`config.mk`:
```
export PLATFORM = sky130hd
export DESIGN_NAME = keypad_pin_entry_scanner
export DESIGN_NICKNAME = d
export VERILOG_FILES = /design/src/rtl/core/kpes_pkg.sv /design/src/rtl/core/keypad_pin_entry_scanner.sv
export SDC_FILE = /design/constraint.sdc
export NUM_CORES = 1
export LEC_CHECK = 0
export BUFFER_PORTS_ARGS = -buffer_cell sky130_fd_sc_hd__buf_4
export CORE_ASPECT_RATIO = 0.8
export CORE_MARGIN = 1.5
export CORE_UTILIZATION = 64
export DETAILED_ROUTE_END_ITERATION = 7
export HOLD_SLACK_MARGIN = 0.02
export PLACE_DENSITY = 0.91
export SYNTH_ARGS = -nofsm -noshare
export SYNTH_HDL_FRONTEND = slang
export SYNTH_SLANG_ARGS = --single-unit
```
`constraint.sdc`:
```
create_clock -name clock -period 6.1 [get_ports clock]
set_input_delay 1.22 -clock clock [delete_from_list [all_inputs] [get_ports clock]]
set_output_delay 1.22 -clock clock [all_outputs]
set_load 0.005 [all_outputs]
```
`src/rtl/core/kpes_pkg.sv`:
```
// kpes_pkg: shared types, constants and the key map of the keypad PIN entry scanner
// no dependencies; used by keypad_pin_entry_scanner, kpes_scan_checker and the testbench

package kpes_pkg;

   // number of digits that make up one entry
   localparam int unsigned CODE_DIGITS = 4;

   // field widths
   localparam int unsigned ROW_W    = 2;
   localparam int unsigned COL_W    = 2;
   localparam int unsigned LINES_W  = 4;
   localparam int unsigned DIGIT_W  = 4;
   localparam int unsigned CODE_W   = 14;
   localparam int unsigned COUNT_W  = 16;
   localparam int unsigned TAKEN_W  = 3;
   localparam int unsigned CSR_IDX_W  = 2;
   localparam int unsigned CSR_DATA_W = 16;

   // reset values of the registers
   localparam logic [CODE_W-1:0]  PIN_RESET    = CODE_W'(5678);
   localparam logic [COUNT_W-1:0] SETTLE_RESET = COUNT_W'(50);

   // all columns high, or all rows released
   localparam logic [LINES_W-1:0] ALL_HIGH = '1;

   // register indexes of the configuration port
   localparam logic [CSR_IDX_W-1:0] CSR_PIN_CODE     = CSR_IDX_W'(0);
   localparam logic [CSR_IDX_W-1:0] CSR_SETTLE_TICKS = CSR_IDX_W'(1);

   typedef enum logic [1:0] {
      PH_SCAN           = 2'd0,
      PH_PRESS_SETTLE   = 2'd1,
      PH_WAIT_RELEASE   = 2'd2,
      PH_RELEASE_SETTLE = 2'd3
   } phase_type;

   // key index row*4+col to digit, keys without a digit give 0
   function automatic logic [DIGIT_W-1:0] key_to_digit(input logic [ROW_W+COL_W-1:0] key);
      logic [DIGIT_W-1:0] digit;
      if (key <= (ROW_W+COL_W)'(9)) begin
         digit = DIGIT_W'(key);
      end else begin
         digit = '0;
      end
      return digit;
   endfunction

   // active-low drive pattern for one row
   function automatic logic [LINES_W-1:0] drive_row(input logic [ROW_W-1:0] row);
      logic [LINES_W-1:0] lines;
      lines = ALL_HIGH;
      lines[row] = 1'b0;
      return lines;
   endfunction

endpackage

```
`src/rtl/core/keypad_pin_entry_scanner.sv`:
```
// keypad_pin_entry_scanner: 4x4 key matrix scanner with debounce and PIN compare
// depends on kpes_pkg

// One request is one sampling tick of the four column lines; each request gives
// exactly one response, registered when the request is taken. A new request is
// taken in every cycle while the response register is empty or being drained,
// so the sustained rate is one tick per cycle, set by the single pass of
// scan/debounce logic between the request port and the response register.
// Rows are driven low one at a time; the lowest low column wins. After a press
// the block waits settle_ticks, waits for all columns high, waits settle_ticks
// again, then releases all rows and reports the digit. Every fourth digit
// completes an entry whose decimal code is compared with pin_code. Register
// writes (index 0 pin_code, index 1 settle_ticks, others ignored) are always
// taken and should only be made while the block is idle.

module keypad_pin_entry_scanner (
   input  logic                                clock,
   input  logic                                reset,
   // request channel
   input  logic                                req_valid,
   output logic                                req_ready,
   input  logic [kpes_pkg::LINES_W-1:0]        req_col_levels,
   // response channel
   output logic                                rsp_valid,
   input  logic                                rsp_ready,
   output logic [kpes_pkg::LINES_W-1:0]        rsp_row_lines,
   output logic                                rsp_key_valid,
   output logic [kpes_pkg::DIGIT_W-1:0]        rsp_key_digit,
   output logic                                rsp_entry_done,
   output logic [kpes_pkg::CODE_W-1:0]         rsp_entered_code,
   output logic                                rsp_code_match,
   // configuration channel
   input  logic                                csr_valid,
   output logic                                csr_ready,
   input  logic [kpes_pkg::CSR_IDX_W-1:0]      csr_index,
   input  logic [kpes_pkg::CSR_DATA_W-1:0]     csr_data
);

   // configuration registers
   logic [kpes_pkg::CODE_W-1:0]  pin_code_ff;
   logic [kpes_pkg::COUNT_W-1:0] settle_ticks_ff;

   // scanner state
   kpes_pkg::phase_type          phase_ff, phase_in;
   logic [kpes_pkg::ROW_W-1:0]   scan_row_ff, scan_row_in;
   logic [kpes_pkg::COUNT_W-1:0] settle_count_ff, settle_count_in;
   logic [kpes_pkg::ROW_W-1:0]   held_row_ff, held_row_in;
   logic [kpes_pkg::COL_W-1:0]   held_col_ff, held_col_in;
   logic [kpes_pkg::TAKEN_W-1:0] digits_taken_ff, digits_taken_in;
   logic [kpes_pkg::CODE_W-1:0]  code_so_far_ff, code_so_far_in;

   // response register
   logic                         rsp_valid_ff;
   logic [kpes_pkg::LINES_W-1:0] rows_ff, rows_in;
   logic                         kvalid_ff, kvalid_in;
   logic [kpes_pkg::DIGIT_W-1:0] kdigit_ff, kdigit_in;
   logic                         done_ff, done_in;
   logic [kpes_pkg::CODE_W-1:0]  code_ff, code_in;
   logic                         match_ff, match_in;

   logic                         req_take;
   logic                         cols_idle;
   logic                         settled;
   logic [kpes_pkg::COL_W-1:0]   press_col;
   logic [kpes_pkg::DIGIT_W-1:0] digit;
   logic [kpes_pkg::CODE_W+3:0]  code_next;
   logic [kpes_pkg::TAKEN_W-1:0] taken_next;

   // handshakes
   assign req_ready = !rsp_valid_ff || rsp_ready;
   assign req_take  = req_valid && req_ready;
   assign csr_ready = 1'b1;

   // configuration writes
   always_ff @(posedge clock) begin
      if (reset) begin
         pin_code_ff     <= kpes_pkg::PIN_RESET;
         settle_ticks_ff <= kpes_pkg::SETTLE_RESET;
      end else if (csr_valid) begin
         unique case (csr_index)
            kpes_pkg::CSR_PIN_CODE:     pin_code_ff     <= csr_data[kpes_pkg::CODE_W-1:0];
            kpes_pkg::CSR_SETTLE_TICKS: settle_ticks_ff <= csr_data;
            default: ;
         endcase
      end
   end

   // column priority, lowest low column wins
   always_comb begin
      if (!req_col_levels[0]) begin
         press_col = kpes_pkg::COL_W'(0);
      end else if (!req_col_levels[1]) begin
         press_col = kpes_pkg::COL_W'(1);
      end else if (!req_col_levels[2]) begin
         press_col = kpes_pkg::COL_W'(2);
      end else begin
         press_col = kpes_pkg::COL_W'(3);
      end
   end

   assign cols_idle  = (req_col_levels == kpes_pkg::ALL_HIGH);
   assign settled    = (settle_count_ff >= settle_ticks_ff);
   assign digit      = kpes_pkg::key_to_digit({held_row_ff, held_col_ff});
   // code * 10 + digit as two shifts and adds
   assign code_next  = ({4'b0, code_so_far_ff} << 3) + ({4'b0, code_so_far_ff} << 1)
                       + (kpes_pkg::CODE_W+4)'(digit);
   assign taken_next = digits_taken_ff + kpes_pkg::TAKEN_W'(1);

   // next state and response
   always_comb begin
      phase_in        = phase_ff;
      scan_row_in     = scan_row_ff;
      settle_count_in = settle_count_ff;
      held_row_in     = held_row_ff;
      held_col_in     = held_col_ff;
      digits_taken_in = digits_taken_ff;
      code_so_far_in  = code_so_far_ff;
      rows_in         = kpes_pkg::ALL_HIGH;
      kvalid_in       = 1'b0;
      kdigit_in       = '0;
      done_in         = 1'b0;
      code_in         = '0;
      match_in        = 1'b0;

      unique case (phase_ff)
         kpes_pkg::PH_SCAN: begin
            rows_in = kpes_pkg::drive_row(scan_row_ff);
            if (!cols_idle) begin
               held_row_in     = scan_row_ff;
               held_col_in     = press_col;
               settle_count_in = '0;
               phase_in        = kpes_pkg::PH_PRESS_SETTLE;
            end else begin
               scan_row_in = scan_row_ff + kpes_pkg::ROW_W'(1);
            end
         end
         kpes_pkg::PH_PRESS_SETTLE: begin
            rows_in = kpes_pkg::drive_row(held_row_ff);
            if (settled) begin
               // settle done, release check on the same tick
               phase_in = kpes_pkg::PH_WAIT_RELEASE;
               if (cols_idle) begin
                  settle_count_in = '0;
                  phase_in        = kpes_pkg::PH_RELEASE_SETTLE;
               end
            end else begin
               settle_count_in = settle_count_ff + kpes_pkg::COUNT_W'(1);
            end
         end
         kpes_pkg::PH_WAIT_RELEASE: begin
            rows_in = kpes_pkg::drive_row(held_row_ff);
            if (cols_idle) begin
               settle_count_in = '0;
               phase_in        = kpes_pkg::PH_RELEASE_SETTLE;
            end
         end
         kpes_pkg::PH_RELEASE_SETTLE: begin
            if (settled) begin
               // accept the digit and restart scanning
               kvalid_in   = 1'b1;
               kdigit_in   = digit;
               scan_row_in = '0;
               phase_in    = kpes_pkg::PH_SCAN;
               if (taken_next >= kpes_pkg::TAKEN_W'(kpes_pkg::CODE_DIGITS)) begin
                  done_in         = 1'b1;
                  code_in         = code_next[kpes_pkg::CODE_W-1:0];
                  match_in        = (code_next[kpes_pkg::CODE_W-1:0] == pin_code_ff);
                  code_so_far_in  = '0;
                  digits_taken_in = '0;
               end else begin
                  code_so_far_in  = code_next[kpes_pkg::CODE_W-1:0];
                  digits_taken_in = taken_next;
               end
            end else begin
               rows_in         = kpes_pkg::drive_row(held_row_ff);
               settle_count_in = settle_count_ff + kpes_pkg::COUNT_W'(1);
            end
         end
         default: ;
      endcase
   end

   // state registers
   always_ff @(posedge clock) begin
      if (reset) begin
         phase_ff        <= kpes_pkg::PH_SCAN;
         scan_row_ff     <= '0;
         settle_count_ff <= '0;
         held_row_ff     <= '0;
         held_col_ff     <= '0;
         digits_taken_ff <= '0;
         code_so_far_ff  <= '0;
      end else if (req_take) begin
         phase_ff        <= phase_in;
         scan_row_ff     <= scan_row_in;
         settle_count_ff <= settle_count_in;
         held_row_ff     <= held_row_in;
         held_col_ff     <= held_col_in;
         digits_taken_ff <= digits_taken_in;
         code_so_far_ff  <= code_so_far_in;
      end
   end

   // response valid
   always_ff @(posedge clock) begin
      if (reset) begin
         rsp_valid_ff <= 1'b0;
      end else if (req_take) begin
         rsp_valid_ff <= 1'b1;
      end else if (rsp_ready) begin
         rsp_valid_ff <= 1'b0;
      end
   end

   // response payload
   always_ff @(posedge clock) begin
      if (req_take) begin
         rows_ff   <= rows_in;
         kvalid_ff <= kvalid_in;
         kdigit_ff <= kdigit_in;
         done_ff   <= done_in;
         code_ff   <= code_in;
         match_ff  <= match_in;
      end
   end

   assign rsp_valid        = rsp_valid_ff;
   assign rsp_row_lines    = rows_ff;
   assign rsp_key_valid    = kvalid_ff;
   assign rsp_key_digit    = kdigit_ff;
   assign rsp_entry_done   = done_ff;
   assign rsp_entered_code = code_ff;
   assign rsp_code_match   = match_ff;

endmodule

```
# Word level (Yosys, flattened, before mapping)
# Cells that the tools add are included.
# word_totals
inputBits	27
reg_bits	96
output_inout_bits	28
# classes
add_sub_neg	5
magnitude_cmp	7
reduce_logical	19
n_eq_ne	12
mux	29
n_bitwise	3
# op_table
cell	count
16-bit 2-to-1 mux	4
16-bit one-hot mux with 4 select lines	1
16-bit by 1-bit adder with 16-bit output, second input constant	1
16-bit >= comparator	1
14-bit adder	1
14-bit by 4-bit adder with 14-bit output	1
14-bit equality test	1
2-bit 2-to-1 mux	7
13-bit 2-to-1 mux	1
2-bit inequality test, second input constant	6
4-bit one-hot mux with 3 select lines	1
3-bit AND reduction	4
1-bit 2-to-1 mux	8
4-bit 2-to-1 mux	2
4-bit inverter	2
2-bit one-hot mux with 4 select lines	1
2-bit by 3-bit < comparator with 1-bit output, second input constant	2
2-bit AND reduction	3
5-bit AND reduction	1
1-bit demux with 2-bit select	2
2-bit by 1-bit equality test with 1-bit output, second input constant	2
2-bit equality test, second input constant	2
4-bit equality test, second input constant	1
2-bit by 1-bit >= comparator with 1-bit output, second input constant	2
other kinds (14)	18

# Depth between registers and ports, before layout
# Gate-level depths: netlist of the first run.
# depth
depth_word	7
ltp_mapped	13

# Worst setup path after synthesis of the first run
# No wires, ideal clock.
# synth_timing
kind	reg-to-reg
start	register held_row_ff[1] (netlist bit)
end	register match_ff, in the netlist rsp_code_match (data pin)
t_required_ns	5.844
synth_period_minus_slack_ns	3.414
setup_ns	0.256
setup_slack_ns	2.686
path_stages_with_launch	12
arrival_ns	3.158
cell_sequence	dfxtp_1 -> or3b_2 -> fa_1 -> inv_1 -> ha_1 -> a211o_1 -> a2111o_1 -> and3b_1 -> o22ai_1 -> xnor2_1 -> xor2_1 -> and4_1
# synth_via
elab_chain_cells	4
# synth_lines
item	line	text
start: declaration	keypad_pin_entry_scanner.sv:47	logic [kpes_pkg::ROW_W-1:0] held_row_ff, held_row_in;
start signal: assignment	keypad_pin_entry_scanner.sv:197	held_row_ff <= held_row_in;
4-bit less-or-equal comparator	kpes_pkg.sv:41	if (key <= (ROW_W+COL_W)'(9)) begin
4-bit 2-to-1 mux *	kpes_pkg.sv:41	
14-bit by 4-bit adder with 14-bit output *	keypad_pin_entry_scanner.sv:106	+ (kpes_pkg::CODE_W+4)'(digit);
14-bit equality test *	keypad_pin_entry_scanner.sv:167	match_in = (code_next[kpes_pkg::CODE_W-1:0] == pin_code_ff);
end signal: assignment	keypad_pin_entry_scanner.sv:223	match_ff <= match_in;
end: declaration	keypad_pin_entry_scanner.sv:59	logic match_ff, match_in;
# Every way passes the cells marked *; elsewhere a longest branch is shown, timed or not.
# A chain may end at the register's enable or synchronous reset.

# Final worst setup path of the first run
# Ends and elaborated chain as after synthesis.

==> results by group, run 1 <==
Synth
  – Cells after Synth: 630
  – Mean Syn Cell Area: 8.71 um^2
  – Post-synth ARST share: 0
  – Ys flop type: dfxtp_1
  – Top-area cell type share of the netlist area: 0.259
  – Number of flops mapped to enable cells by yosys: 25
  – Post-synth top area cell: dfxtp_1
  – Number of library cell types mapped by synthesis: 62
  – Seq/Total Area, Yosys: 0.396
  – Synthesis warning total: 0
  – Number of synthesized register bits: 96
  – Net Count, Synth: 708
  – Synth area leaders: dfxtp_1, edfxtp_1, ha_1, nand2_1, a21oi_1
  – Synthesized area: 5490 um^2

Critical path
  – CP arrival: 3.82 ns
  – CP Launch Type: register
  – CP Class: reg2reg
  – Critical path fanouts, max: 8
  – CP required: 6.25 ns
  – Critical Path End Type: register

Route
  – DR pass1 iterations: 5
  – Via count: 4842
  – Wire per inst: 16.5 um
  – Initial drt markers: 367
  – Final ANT Viol Nets: 0
  – Post-Route WL: 13.0 mm
  – Detailed-route vias per instance: 6.16
  – Post-route DRC: 0

CTS
  – Worst-path clk slew: 0.10 ns
  – CTS Buf Count: 9
  – CTS tree: done
  – Hold buffers post-CTS: 0
  – Number of H-tree levels: 3
  – Setup Buffers After CTS: 0
  – Clk sink count: 96
  – CTS Root Cell: clkbuf_8
  – Worst-Skew Late Latency: 0.38 ns
  – # resized after CTS: 0
  – Clock Path Buffers: 2

Global route
  – Vias in the first global route: 4408
  – First-pass GRT wire length: 21.1 mm
  – Tot GR Track Use: 0.294
  – Initial antenna violation count: 0
  – Largest net degree at the start of global routing: 61
  – Grt total ovfl: 0

Pwr
  – Sw Share: 0.276
  – NetSw: 0.340 mW
  – Combinational power share: 0.121
  – Cell Pwr Density: 202 nW/um^2
  – Worst ir drop on vdd: 0.000124 V
  – Final Power: 1.23 mW
  – Sequential power share: 0.557
  – Clock share of power: 0.321
  – Leakage: 2.57 nW
  – P_int: 0.893 mW

Timing
  – Final setup vio count: 0
  – Final Hold Fails: 0
  – Worst-Margin Slew: 0.997 ns
  – Fmax: 0.272 GHz
  – Slew HR: 0.333
  – Max Clock Skew: 0.00980 ns
  – Slew Limit Fails: 0
  – Fin crit share: 0.602
  – Minimum clock period: 3.67 ns
  – Setup Total Neg Slack: 0 ns
  – RSZ-0062 raised after global routing: false

Job
  – Max_cap viols: 0

Floorplanning
  – Row cnt: 30
  – Die Y: 85.8 um
  – Die area: 9140 um^2
  – I/O pin cnt: 55
  – Chip width: 107 um
  – Starting Density: 0.653
  – Core area: 8410 um^2

Finish
  – Share of layout cells above drive strength 1: 0.126
  – Area Growth Syn to Fin: 11.2%
  – Finished Layout Cells: 786
  – # diodes: 0
  – Nets: 747

Min path
  – Hold Path Class: reg2reg

Place
  – Placer Congestion: 0.928
  – Placed Cells: 770
  – IO Port Bufs: 53
  – Post-DP HPWL: 9.62 mm

Outcome
  – Status: finished clean
flip-flops by register name (all words and copies together) (netlist names):
| name | flops |
|---|---|
| pin_code_ff | 14 |
| held_col_ff | 2 |
| held_row_ff | 2 |
| rsp_key_digit | 4 |
| rsp_key_valid | 1 |
| rsp_row_lines | 4 |
| settle_ticks_ff | 16 |
| digits_taken_ff | 3 |
| settle_count_ff | 16 |
| code_so_far_ff | 13 |
| rsp_entered_code | 14 |
| rsp_valid | 1 |
| scan_row_ff | 2 |
| rsp_entry_done | 1 |
| rsp_code_match | 1 |
| phase_ff | 2 |
worst max-delay path, cell delays in order (launching register included):
cell	delay, ns
dfxtp_1	0.45
or3b_2	0.50
fa_1	0.50
inv_1	0.07
ha_1	0.29
a211o_1	0.34
a2111o_1	0.39
and3b_1	0.19
o22ai_1	0.22
xnor2_1	0.14
xor2_1	0.15
and4_1	0.20
path summary, 6_finish.rpt:
check                                        start  cells after the start  slack (ns)                          endpoint
setup / recovery       held_row_ff[1]$_SDFFE_PP0P_                     11        2.43      rsp_code_match$_SDFFCE_PN0P_
hold reg to reg   settle_ticks_ff[14]$_SDFFE_PP0P_                      2        0.46  settle_ticks_ff[14]$_SDFFE_PP0P_
hold / removal    settle_ticks_ff[14]$_SDFFE_PP0P_                      2        0.46  settle_ticks_ff[14]$_SDFFE_PP0P_
setup reg to reg       held_row_ff[1]$_SDFFE_PP0P_                     11        2.43      rsp_code_match$_SDFFCE_PN0P_
power groups by stage:
stage | Clock, mW | Sequential, mW | Combinational (mW)
final | 0.396 | 0.687 | 0.150
after global routing | 0.424 | 0.690 | 0.165
after global placement | 0 | 0.701 | 0.140
after floorplan | 0 | 0.700 | 0.0901
after CTS | 0.403 | 0.687 | 0.147
after detailed placement | 0 | 0.702 | 0.146
cells in the mapped netlist (all sizes together) (6+ instances only):
cell type / n
and2: 7
a221oi: 7
inv: 37
clkbuf: 18
or3: 9
nor3: 9
edfxtp: 25
nand3: 25
nand3b: 10
o211ai: 11
buf: 8
nor2: 47
ha: 49
a21o: 6
xnor2: 18
dfxtp: 71
and3: 15
nand2: 100
a21oi: 53
o21ai: 13
xor2: 9
nand4: 8
through the flow:
| stage | cell area (um^2) | hold WS, ns | setup WS [ns] | util |
|---|---|---|---|---|
| finish | 6100 | 0.457 | 2.43 | 0.726 |
| detailed placement | 5910 | 0.448 | 2.46 | 0.703 |
| CTS | 6100 | 0.461 | 2.44 | 0.726 |
| floorplan | 5490 | 0.436 | 2.69 | - |
| global placement | 5910 | 0.443 | 2.56 | 0.703 |
| global route | 6100 | 0.477 | 2.28 | 0.726 |
routing by layer:
| layer | track usage | part of all wire | vias up |
|---|---|---|---|
| li1 | - | - | 2304 |
| met1 | 0.410 | 0.44 | 2276 |
| met2 | 0.467 | 0.46 | 233 |
| met3 | 0.0502 | 0.086 | 29 |
| met4 | 0.0982 | 0.021 | 0 |
| met5 | 0 | 0 | - |
layout make-up:
type	instances	area, um^2
sequential	96	2170
tap	112	140
clock inverter	7	65.1
multi-input combinational	471	3060
clock buffer	9	124
fill	640	2310
inverter	37	139
timing repair buffer	54	405
layout by cell type, fill, tap and decap left out, drive strengths merged, types with 3 or more instances in the layout:
cell type,n
clkinv,5
or3,9
nor2b,5
dfxtp,71
clkbuf,9
a211oi,5
nand2,100
a211o,4
buf,54
and2,7
o311ai,4
xor2,9
o211ai,11
nand3,25
inv,39
or2,4
nor4,3
xnor2,18
a21o,6
o22ai,5
a21oi,53
and3,15
mux2i,4
nand3b,10
and4,3
nor3,9
nand2b,3
nor2,47
nor3b,5
ha,49
edfxtp,25
a31oi,5
a221oi,7
nand4,8
o21ai,13
cells by family (layout without fill, tap and decap cells):
kind of cell,Yosys count,in the layout,share of synthesized area
adders and majority gates,51,51,0.119
other,1,1,0.000683
AOI/OAI and AO/OA,128,128,0.155
buffers and inverters,63,107,0.0472
DFF,96,96,0.396
and+or+nand+nor,259,259,0.230
xor gates and xnor gates,27,27,0.0431
muxes,5,5,0.00935
No activity file was read; power rests on OpenSTA's default activity.
==> inputs of run 2 (changes only) <==
--- a/config.mk
+++ b/config.mk
@@ -8,10 +8,10 @@
 export BUFFER_PORTS_ARGS = -buffer_cell sky130_fd_sc_hd__buf_4
 export CORE_ASPECT_RATIO = 0.8
 export CORE_MARGIN = 1.5
-export CORE_UTILIZATION = 64
+export CORE_UTILIZATION = 60
 export DETAILED_ROUTE_END_ITERATION = 7
 export HOLD_SLACK_MARGIN = 0.02
-export PLACE_DENSITY = 0.91
+export PLACE_DENSITY = 0.87
 export SYNTH_ARGS = -nofsm -noshare
 export SYNTH_HDL_FRONTEND = slang
 export SYNTH_SLANG_ARGS = --single-unit
==> constraint.sdc (replaced) <==
create_clock -name clock -period 3.85 [get_ports clock]
set_input_delay 0.77 -clock clock [delete_from_list [all_inputs] [get_ports clock]]
set_output_delay 0.77 -clock clock [all_outputs]
set_load 0.005 [all_outputs]
==> results by group, run 2 (synthesized netlist as in run 1, its figures left out) <==
CTS
  – Clock Path Buffers: 2 (unchanged)
  – CTS Buf Count: 9 (unchanged)
  – CTS Root Cell: clkbuf_16 (was clkbuf_8)
  – Number of H-tree levels: 3 (unchanged)
  – Hold buffers post-CTS: 0 (unchanged)
  – # resized after CTS: 0 (unchanged)
  – Worst-path clk slew: 0.08 ns (was 0.10 ns)
  – CTS tree: done (unchanged)
  – Clk sink count: 96 (unchanged)
  – Setup Buffers After CTS: 0 (unchanged)
  – Worst-Skew Late Latency: 0.35 ns (was 0.38 ns)

Outcome
  – Status: finished clean (unchanged)

Critical path
  – Crit-path cells: or3b_2 > fa_1 > inv_1 > ha_1 > a211o_1 > a2111o_1 > and3b_1 > o22ai_1 > xnor2_1 > xor2_1 > and4_1 (unchanged)
  – CP Launch Type: register (unchanged)
  – WP buf/inv: 1 (unchanged)
  – Max incr delay on CP: 0.52 ns (was 0.50 ns)
  – CP top delay family: compound AO/OA/AOI/OAI gates (unchanged)
  – CP max-delay cell: or3b_2 (unchanged)
  – Critical path fanouts, max: 8 (unchanged)
  – CP required: 3.96 ns (was 6.25 ns)
  – CP arrival: 3.80 ns (was 3.82 ns)
  – Critical Path End Type: register (unchanged)
  – CP Class: reg2reg (unchanged)

Route
  – Initial drt markers: 371 (was 367)
  – Final ANT Viol Nets: 0 (unchanged)
  – Via count: 4961 (was 4842)
  – Detailed-route vias per instance: 6.27 (was 6.16)
  – Post-route DRC: 0 (unchanged)
  – Post-Route WL: 13.8 mm (was 13.0 mm)
  – DR pass1 iterations: 5 (unchanged)
  – Wire per inst: 17.4 um (was 16.5 um)

Global route
  – Initial antenna violation count: 0 (unchanged)
  – Tot GR Track Use: 0.296 (was 0.294)
  – First-pass GRT wire length: 22.0 mm (was 21.1 mm)
  – Vias in the first global route: 4560 (was 4408)
  – Largest net degree at the start of global routing: 61 (unchanged)
  – Grt total ovfl: 0 (unchanged)

Finish
  – Nets: 749 (was 747)
  – # diodes: 0 (unchanged)
  – Final instance area: 6240 um^2 (was 6100 um^2)
  – Share of layout cells above drive strength 1: 0.127 (was 0.126)
  – Most frequent cells in the layout: nand2_1, dfxtp_1, buf_4 (unchanged)
  – Regs by FF count: settle_count_ff x16, settle_ticks_ff x16 (unchanged)
  – Most common cell after layout, fill and taps aside: nand2_1 (unchanged)
  – Area Growth Syn to Fin: 13.7% (was 11.2%)

Pwr
  – Leakage: 2.62 nW (was 2.57 nW)
  – Final Power: 2.27 mW (was 1.23 mW)
  – Cell Pwr Density: 364 nW/um^2 (was 202 nW/um^2)
  – Worst ir drop on vdd: 0.000199 V (was 0.000124 V)

Floorplanning
  – I/O pin cnt: 55 (unchanged)
  – Chip width: 110 um (was 107 um)
  – Die area: 9730 um^2 (was 9140 um^2)
  – Core area: 8960 um^2 (was 8410 um^2)
  – Row cnt: 31 (was 30)
  – Die Y: 88.5 um (was 85.8 um)
  – Starting Density: 0.612 (was 0.653)

Job
  – Max_cap viols: 0 (unchanged)

Timing
  – Slew Limit Fails: 0 (unchanged)
  – Final Hold Fails: 0 (unchanged)
  – RSZ-0062 raised after global routing: false (unchanged)
  – Final setup vio count: 0 (unchanged)
  – Setup Total Neg Slack: 0 ns (unchanged)
  – Worst-Margin Slew: 1.05 ns (was 0.997 ns)
  – Slew HR: 0.293 (was 0.333)
  – Fin crit share: 0.958 (was 0.602)
  – Max Clock Skew: 0.00996 ns (was 0.00980 ns)
  – Minimum clock period: 3.69 ns (was 3.67 ns)
  – Fmax: 0.271 GHz (was 0.272 GHz)
  – Worst hold margin: 0.456 ns (was 0.457 ns)

Place
  – Placed cell areas: 5930 um^2 (was 5910 um^2)
  – IO Port Bufs: 53 (unchanged)
  – Placer Congestion: 0.937 (was 0.928)
  – Post-DP HPWL: 9.92 mm (was 9.62 mm)

Min path
  – Hold Path Class: reg2reg (unchanged)
==> run 2: cell count changes in the layout (fill, tap and decap cells not counted), moves of 2 or more <==
cell and delta:
clkbuf_8 -9, clkinvlp_4 +2, clkinv_4 -3, buf_4 +2
inv_8 +2, clkbuf_16 +9
==> run 2: layout make-up <==
cell class	count	area, um^2
Clock buffer	10	229
Inverter	37	139
Sequential cell	96	2170
Clock inverter	6	76.3
Timing Repair Buffer	56	420
Tap cell	115	144
Fill cell	697	2720
Multi-Input combinational cell	471	3060
==> run 2: metal layers <==
layer,GRT usage,wire length [um]
met3,0.0538,1130
met5,0,0
met2,0.465,6320
met4,0.102,273
met1,0.413,6070
==> run 2: path summary, 6_finish.rpt <==
kind | start | endpoint | slack, ns | cells after the start
hold / removal | settle_ticks_ff[13]$_SDFFE_PP0P_ | settle_ticks_ff[13]$_SDFFE_PP0P_ | 0.46 | 2
hold reg to reg | settle_ticks_ff[13]$_SDFFE_PP0P_ | settle_ticks_ff[13]$_SDFFE_PP0P_ | 0.46 | 2
setup reg to reg | held_row_ff[1]$_SDFFE_PP0P_ | rsp_code_match$_SDFFCE_PN0P_ | 0.16 | 11
setup / recovery | held_row_ff[1]$_SDFFE_PP0P_ | rsp_code_match$_SDFFCE_PN0P_ | 0.16 | 11
==> run 2: stage by stage <==
step | setup WS (ns) | util | instances
after detailed placement | 0.222 | 0.662 | 775
after floorplan | 0.436 | - | 630
after global routing | 0.00289 | 0.696 | 791
after global placement | 0.317 | 0.662 | 775
after CTS | 0.179 | 0.696 | 791
final | 0.160 | 0.696 | 791
==> run 2: where the power goes <==
part	total [mW]	switching (mW)	internal, mW	leakage [nW]
registers	1.09	0.0196	1.07	0.821
clock network	0.940	0.424	0.516	0.143
logic	0.239	0.139	0.0998	1.66
==> run 2: worst register-to-register path, stage by stage (launching register included) <==
cell and delay (ns):
dfxtp_1 0.45, or3b_2 0.52, fa_1 0.51, inv_1 0.08, ha_1 0.29, a211o_1 0.34, a2111o_1 0.40, and3b_1 0.19
o22ai_1 0.21, xnor2_1 0.13, xor2_1 0.15, and4_1 0.19
